<file path="src/hw/rtl/lzp_order4_decompressor_unit_defines.svh">
// ----------------------------------------------------------------------------
// LZP decompressor assertion macros
// Shared property wrappers for the decompressor top level.
// ----------------------------------------------------------------------------
`ifndef LZP_ORDER4_DECOMPRESSOR_UNIT_DEFINES_SVH
`define LZP_ORDER4_DECOMPRESSOR_UNIT_DEFINES_SVH

// Same-cycle implication, clocked on clk, off during reset
`define LZPD_ASSERT_NOW(lbl, ante, cons, msg) \
    lbl: assert property (@(posedge clk) disable iff (!rst_n) (ante) |-> (cons)) \
        else $error(msg);

// Next-cycle implication, clocked on clk, off during reset
`define LZPD_ASSERT_NEXT(lbl, ante, cons, msg) \
    lbl: assert property (@(posedge clk) disable iff (!rst_n) (ante) |=> (cons)) \
        else $error(msg);

`endif

</file>
<file path="src/hw/rtl/lzpd_pkg.sv">
// ----------------------------------------------------------------------------
// LZP decompressor package
// Shared types and constants of the order-4 LZP decompressor.
// ----------------------------------------------------------------------------
`default_nettype none

package lzpd_pkg;

    // Bytes of context before the first flag byte
    localparam int unsigned CTX_ORDER = 4;

    // Empty position table entry
    localparam logic [31:0] EMPTY_POS = 32'hFFFF_FFFF;

    // Reset value of the output limit register
    localparam logic [31:0] LIMIT_RESET = 32'h0001_0000;

    // Register index of the output limit
    localparam logic REG_OUTPUT_LIMIT = 1'b0;

    // Result status codes
    localparam logic [1:0] STAT_OK     = 2'd0;
    localparam logic [1:0] STAT_EMPTY  = 2'd1;
    localparam logic [1:0] STAT_WINDOW = 2'd2;

    // One compressed input word
    typedef struct packed {
        logic [7:0] in_byte;
        logic       start_of_stream;
        logic       last_input;
    } item_t;

    // One result word
    typedef struct packed {
        logic [31:0] out_bytes;
        logic [2:0]  out_count;
        logic        last_of_run;
        logic [1:0]  status;
        logic        stream_done;
    } res_t;

    // Back-end sequencer states
    typedef enum logic [3:0] {
        S_CLEAR,
        S_IDLE,
        S_TOK,
        S_PUT,
        S_HDR,
        S_CRD,
        S_CWR,
        S_END,
        S_STAT,
        S_FIN
    } core_state_t;

endpackage

`default_nettype wire

</file>
<file path="src/hw/rtl/lzpd_if.sv">
// ----------------------------------------------------------------------------
// LZP decompressor channels
// Valid/ready channels for compressed input words and result words.
// ----------------------------------------------------------------------------
`default_nettype none

interface lzpd_in_if;
    logic       valid;
    logic       ready;
    logic [7:0] in_byte;
    logic       start_of_stream;
    logic       last_input;

    modport source (output valid, in_byte, start_of_stream, last_input, input ready);
    modport sink   (input valid, in_byte, start_of_stream, last_input, output ready);
endinterface


`default_nettype wire

</file>
<file path="src/hw/rtl/lzpd_front.sv">
// ----------------------------------------------------------------------------
// LZP decompressor front end
// Accepts compressed words into a two-entry queue for the back end.
// ----------------------------------------------------------------------------
`default_nettype none

module lzpd_front
    import lzpd_pkg::*;
(
    input  wire logic  clk,
    input  wire logic  rst_n,
    lzpd_in_if.sink    in_ch,
    output item_t      item,
    output logic       item_valid,
    input  wire logic  item_pop
);

    item_t      q_reg [2];
    logic       wr_ptr_reg, wr_ptr_next;
    logic       rd_ptr_reg, rd_ptr_next;
    logic [1:0] cnt_reg, cnt_next;
    logic       push;

    assign in_ch.ready = (cnt_reg != 2'd2);
    assign push        = in_ch.valid && in_ch.ready;
    assign item        = q_reg[rd_ptr_reg];
    assign item_valid  = (cnt_reg != 2'd0);

    // pointer and fill bookkeeping
    always_comb
    begin
        wr_ptr_next = push ? ~wr_ptr_reg : wr_ptr_reg;
        rd_ptr_next = item_pop ? ~rd_ptr_reg : rd_ptr_reg;
        cnt_next    = cnt_reg + 2'(push) - 2'(item_pop);
    end

    always_ff @(posedge clk or negedge rst_n)
    begin
        if (!rst_n)
        begin
            wr_ptr_reg <= 1'b0;
            rd_ptr_reg <= 1'b0;
            cnt_reg    <= 2'd0;
        end
        else
        begin
            wr_ptr_reg <= wr_ptr_next;
            rd_ptr_reg <= rd_ptr_next;
            cnt_reg    <= cnt_next;
        end
    end

    // queue storage
    always_ff @(posedge clk)
    begin
        if (push)
        begin
            q_reg[wr_ptr_reg] <= '{in_byte:         in_ch.in_byte,
                                   start_of_stream: in_ch.start_of_stream,
                                   last_input:      in_ch.last_input};
        end
    end

endmodule

`default_nettype wire

</file>
<file path="src/flat_wrapper.sv">
// flat-port wrapper written by rule: the top's interface ports become plain ports
module lzpd_front_flat import lzpd_pkg::*;
  (clk, rst_n, item, item_valid, item_pop, in_ch_valid, in_ch_in_byte, in_ch_start_of_stream, in_ch_last_input, in_ch_ready);
  lzpd_in_if in_ch_i ();
  input  wire logic clk;
  input  wire logic rst_n;
  output item_t item;
  output logic item_valid;
  input  wire logic item_pop;
  input wire logic [$bits(in_ch_i.valid)-1:0] in_ch_valid;
  input wire logic [$bits(in_ch_i.in_byte)-1:0] in_ch_in_byte;
  input wire logic [$bits(in_ch_i.start_of_stream)-1:0] in_ch_start_of_stream;
  input wire logic [$bits(in_ch_i.last_input)-1:0] in_ch_last_input;
  output wire logic [$bits(in_ch_i.ready)-1:0] in_ch_ready;
  assign in_ch_i.valid = in_ch_valid;
  assign in_ch_i.in_byte = in_ch_in_byte;
  assign in_ch_i.start_of_stream = in_ch_start_of_stream;
  assign in_ch_i.last_input = in_ch_last_input;
  assign in_ch_ready = in_ch_i.ready;
  lzpd_front u_core (.clk(clk), .rst_n(rst_n), .in_ch(in_ch_i), .item(item), .item_valid(item_valid), .item_pop(item_pop));
endmodule
</file>
<file path="config.mk">
export PLATFORM = sky130hd
export DESIGN_NAME = lzpd_front_flat
export DESIGN_NICKNAME = d
export VERILOG_FILES = /design/src/hw/rtl/lzp_order4_decompressor_unit_defines.svh /design/src/hw/rtl/lzpd_pkg.sv /design/src/hw/rtl/lzpd_if.sv /design/src/hw/rtl/lzpd_front.sv /design/src/flat_wrapper.sv
export SDC_FILE = /design/constraint.sdc
export NUM_CORES = 1
export LEC_CHECK = 0
export BUFFER_PORTS_ARGS = -buffer_cell sky130_fd_sc_hd__buf_2
export CAP_MARGIN = 5
export CORE_MARGIN = 2
export CORE_UTILIZATION = 44
export DETAILED_ROUTE_END_ITERATION = 8
export HOLD_SLACK_MARGIN = 0.03
export PLACE_DENSITY = 0.72
export SLEW_MARGIN = 25
export SYNTH_ARGS = -nofsm -noshare
export SYNTH_HDL_FRONTEND = slang
export SYNTH_SLANG_ARGS = --single-unit
</file>
<file path="constraint.sdc">
create_clock -name clk -period 1.4 [get_ports clk]
set_input_delay 0.21 -clock clk [delete_from_list [all_inputs] [get_ports clk]]
set_output_delay 0.21 -clock clk [all_outputs]
set_load 0.01 [all_outputs]
</file>
== Yosys cells after proc, flatten, opt, wreduce, memory -nomap -nowiden ==
Memories as Yosys holds them, arrays and structs flattened.
Cells that the tools add are included.
Storage, ports and cells
  memory bits (writable): 20
  memories: 1
  output and inout bits: 12
  flip-flop bits (word level): 4
  word-level logic and storage cells: 13
Operators by class
  add/subtract/negate cells: 2
  reduce and logical (&&, ||, !) cells: 2
  bitwise operators: 2
  equal/unequal tests: 1
  mux-type cells: 2
Memories
  u_core.q_reg: depth 2, bits a word 10, rd ports 1, clocked after memory_dff 0, write ports 1, RTL line lzpd_front.sv:18  | item_t q_reg [2];
Operators with widths (count)
  2-bit by 1-bit adder with 2-bit output: 1
  1-bit two-way mux: 2
  2-bit inequality test, second input constant: 1
  1-bit inverter: 2
  2-bit nonzero test: 1
  2-bit by 1-bit subtractor with 2-bit output: 1
  1-bit logical AND: 1

== Longest topological paths before layout ==
  word-level depth: 4
  mapped depth: 5
  depth with buffers taken out: 5

== Worst setup path after synthesis ==
No wires, ideal clock.
  path kind: reg-to-reg
  start point: reg u_core.cnt_reg[1]
  end point: mem u_core.q_reg[0][0] in the netlist's numbering (enable)
  stages on the path, launching flop included: 4
  arrival time: 1.067 ns
  setup time: 0.376 ns
  clock period less this slack: 1.443 ns
  required time: 1.024 ns
  slack: -0.043 ns
  cell sequence: dfrtp_1 -> nand2b_4 -> nand2_1 -> nor2_1
Between the ends
  cells in the longest elaborated chain, start to end: 4
RTL lines
  start, declared: RTL line lzpd_front.sv:21  | logic [1:0] cnt_reg, cnt_next;
  start signal, assigned: RTL line lzpd_front.sv:49  | cnt_reg <= cnt_next;
  2-bit inequality test: RTL line lzpd_front.sv:24  | assign in_ch.ready = (cnt_reg != 2'd2);
  net in_ch_ready: RTL line flat_wrapper.sv:14  | output wire logic [$bits(in_ch_i.ready)-1:0] in_ch_ready;
  1-bit logical AND: RTL line lzpd_front.sv:25  | assign push = in_ch.valid && in_ch.ready;
  1-bit two-way mux: RTL line lzpd_front.sv:56  | if (push)
  1-bit two-way mux (implied by the code): RTL line lzpd_front.sv:58  | q_reg[wr_ptr_reg] <= '{in_byte: in_ch.in_byte,
  end, declared: RTL line lzpd_front.sv:18
The timed path passes the listed nets, and every way through them passes these cells.

==> summary.txt <==
Clock tree
  – Number of buffers inserted during clock tree synthesis: 3
  – CTS tree: yes
  – Clock network latency to the later pin of the worst-skew pair: ~0.30 ns
  – Clock Pin Slew Worst Setup and Hold Paths: between 0.1 and 0.15 ns
  – Root Buffer Master: sky130_fd_sc_hd__clkbuf_4
  – Level count of the clock H-tree: 1
  – Number of sinks on the clock net: 24
  – Number of buffers on the longest clock path: 2

Timing
  – Setup skew after layout: roughly 0.0056 ns
  – F_max: roughly 670 MHz
  – Setup slack of the critical path after layout: -0.0957 ns
  – RSZ-0062 raised after global routing: true
  – Total count of hold-check failures in the final report: 0
  – Relative slew slack: 0.831
  – Final-report max-slew violation count: 0
  – Final setup violating endpoints: 10
  – Worst Max-Slew Pin Slew: around 0.25 ns
  – Fraction of the cycle the final worst path needs: 1.07
  – Post-layout minimum cycle time: ~1.5 ns

Pwr
  – Power density over cell area: between 2000 and 2500 nW/um^2
  – Leakage power of the design: 0.519 nW
  – Worst-case vdd ir drop: ~0.0012 V

Detailed routing
  – Number of search-and-repair iterations in the first detailed-routing pass: 4
  – WL met1: 604 um
  – Detail Route met3 WL: slightly below 60 um
  – Average via count per standard cell: roughly 4.7
  – Drt drc: 0
  – Post-DR wirelength/cell: 13.6 um
  – Residual antenna-violating net count after detailed routing: 0
  – Amount of wire on met2 after detailed routing: 824 um
  – Uppermost routed layer: met4
  – Starting DRC count in detailed routing: 3
  – Vias after detailed routing: ~520
  – Final routed wirelength across all metal layers: ~1500 um

Synthesis
  – Mapped Nets: 64
  – Share of the yosys chip area belonging to registers: 0.748
  – Per-instance average area after synthesis: between 15 and 20 um^2
  – Post-Syn Area: between 900 and 1000 um^2
  – Number of synthesis warnings: 0
  – Synthesis-stage register bit count: 24
  – Number of instances in the synthesized netlist: 49
  – Distinct cells, synth: 15

Die
  – Floorplan die height: 50.2 um
  – Starting utilization of the core area: 0.473
  – I/O Pins: 26
  – Placement row count: 16
  – Die outline area: 2520 um^2
  – Core region area: just under 2000 um^2
  – Chip Width: 50.2 um

Layout
  – Commonest cells after routing, fill and taps aside: 20 x sky130_fd_sc_hd__edfxtp_1, 14 x sky130_fd_sc_hd__buf_2, 13 x sky130_fd_sc_hd__buf_6, 6 x sky130_fd_sc_hd__mux2_2
  – Number of diodes: 0
  – Growth of design area from synthesis to finish: 36.8%
  – Max FFs per register: 20
  – Finished layout cell area: around 1300 um^2
  – Filler-free cell count of the finished design: 111
  – Ratio of cells with drive above 1 in the final layout: 0.631
  – Most common cell after layout, fill and taps aside: sky130_fd_sc_hd__edfxtp_1
  – Fillers: approximately 140
  – Nets: 100

Status
  – Failing checks: negative setup slack
  – Outcome: finished with violations

Critical path
  – Sort of element at the start of the critical path: flop
  – Maximum fanout count along the critical path: 5
  – Count of cells along the worst register-to-register path: 5
  – Reg2Reg Setup Slack: 0.09 ns
  – Worst r2r dst: u_core.cnt_reg[1]
  – Req. time, crit path: between 1 and 1.5 ns
  – Classification of the worst setup path: reg -> out
  – Capturing element type of the critical path: output pin
  – RR Startpoint: u_core.cnt_reg[0]
  – WP data arrival: 1.29 ns

GRT
  – Largest net degree at the start of global routing: 14
  – Overflow left after global routing: 0
  – Number of global-route vias before repair: around 540
  – Total routing usage reported by global routing: 0.133
  – First-pass GRT wire length: 2340 um
  – Initial antenna violation count: 0

Place
  – Final Wtd Congestion: slightly above 0.7
  – Final HPWL DP: 930 um
  – Worst slack after detailed placement: about 0.033 ns
  – Total placed instance area: between 1000 and 1500 um^2
  – IO Port Bufs: 25
  – Placed insts: 102

Hold path
  – Hold-critical path depth: 1
  – Worst hold path class: in -> reg
  – Hold Path Origin: in_ch_in_byte[3]
  – Worst Hold Path EP: u_core.q_reg[0][5]

Flow run
  – Max capacitance violation total: 0
## layer usage
layer | vias to the layer above | global-route usage
met1 | 252 | 0.152
met5 | - | 0
met3 | 2 | 0.0298
li1 | 252 | -
met4 | 0 | 0.0694
met2 | 13 | 0.230
## worst max path at each step
stage	start	endpoint	slack [ns]	cells past startpoint
floorplan	u_core.cnt_reg[1]	u_core.q_reg[0][0]	0.13	3
global placement	u_core.rd_ptr_reg	item[3]	0.04	2
detailed placement	u_core.rd_ptr_reg	item[3]	0.03	2
CTS	u_core.rd_ptr_reg	item[3]	-0.11	3
global route	u_core.rd_ptr_reg	item[4]	-0.17	3
finish	u_core.rd_ptr_reg	item[8]	-0.1	3
## report_power, final
| part | switching [mW] | leakage, nW | total [mW] | internal [mW] |
|---|---|---|---|---|
| Clock | 0.178 | 0.0150 | 0.289 | 0.111 |
| Sequential | 0.0902 | 0.230 | 1.09 | 0.997 |
| Combinational | 0.489 | 0.274 | 1.21 | 0.724 |
## final cells by class
cell class,count,area (um^2),area share
sequential,24,703,0.548
multi-input combinational,23,259,0.202
timing repair buffer,32,256,0.200
tap,27,33.8,0.0263
clock buffer,4,26.3,0.0205
inverter,1,3.75,0.00293
## worst max-delay path: stages, from the launching register on
cell and delay (ns):
sky130_fd_sc_hd__dfrtp_2 0.43, sky130_fd_sc_hd__buf_6 0.14, sky130_fd_sc_hd__mux2_4 0.30, sky130_fd_sc_hd__buf_6 0.12
## cell families after synthesis
family	share of synthesized area
buffers and inverters	0.0160
AND/OR/NAND/NOR	0.0547
multiplexers	0.131
flip-flops	0.748
adder cells (fa/ha/maj)	0.0133
XOR/XNOR	0.0374
## what timing repair did
item,4_1_cts,5_1_grt
setup endpoints to repair,10,22
pin swaps,0,0
hold buffers,1,0
cloned,0,0
buffers inserted,3,1
hold endpoints to repair,4,0
gates resized for setup,14,10
## metrics by stage
step,utilization,power (mW),hold WS [ns],setup TNS [ns]
floorplan,-,1.65,-0.0856,0
global placement,0.556,1.87,0.0237,0
detailed placement,0.556,1.89,0.0251,0
CTS,0.622,2.45,0.0803,-0.953
global route,0.647,2.75,0.0636,-1.57
finish,0.647,2.59,0.0903,-0.916
## synthesized netlist by cell type
cell type / number / area share
sky130_fd_sc_hd__edfxtp_1: 20 / 0.64
sky130_fd_sc_hd__mux2_2: 10 / 0.12
sky130_fd_sc_hd__dfrtp_1: 4 / 0.11
sky130_fd_sc_hd__nand2_1: 2 / 0.0080
sky130_fd_sc_hd__xnor2_1: 2 / 0.019
sky130_fd_sc_hd__xor2_1: 2 / 0.019
sky130_fd_sc_hd__and3_1: 1 / 0.0067
sky130_fd_sc_hd__buf_6: 1 / 0.012
sky130_fd_sc_hd__ha_1: 1 / 0.013
sky130_fd_sc_hd__inv_1: 1 / 0.0040
sky130_fd_sc_hd__mux2i_1: 1 / 0.011
sky130_fd_sc_hd__nand2b_4: 1 / 0.015
sky130_fd_sc_hd__nor2_1: 1 / 0.0040
sky130_fd_sc_hd__nor2b_4: 1 / 0.015
sky130_fd_sc_hd__or2_2: 1 / 0.0067
Power figures use the tool's default switching activity.
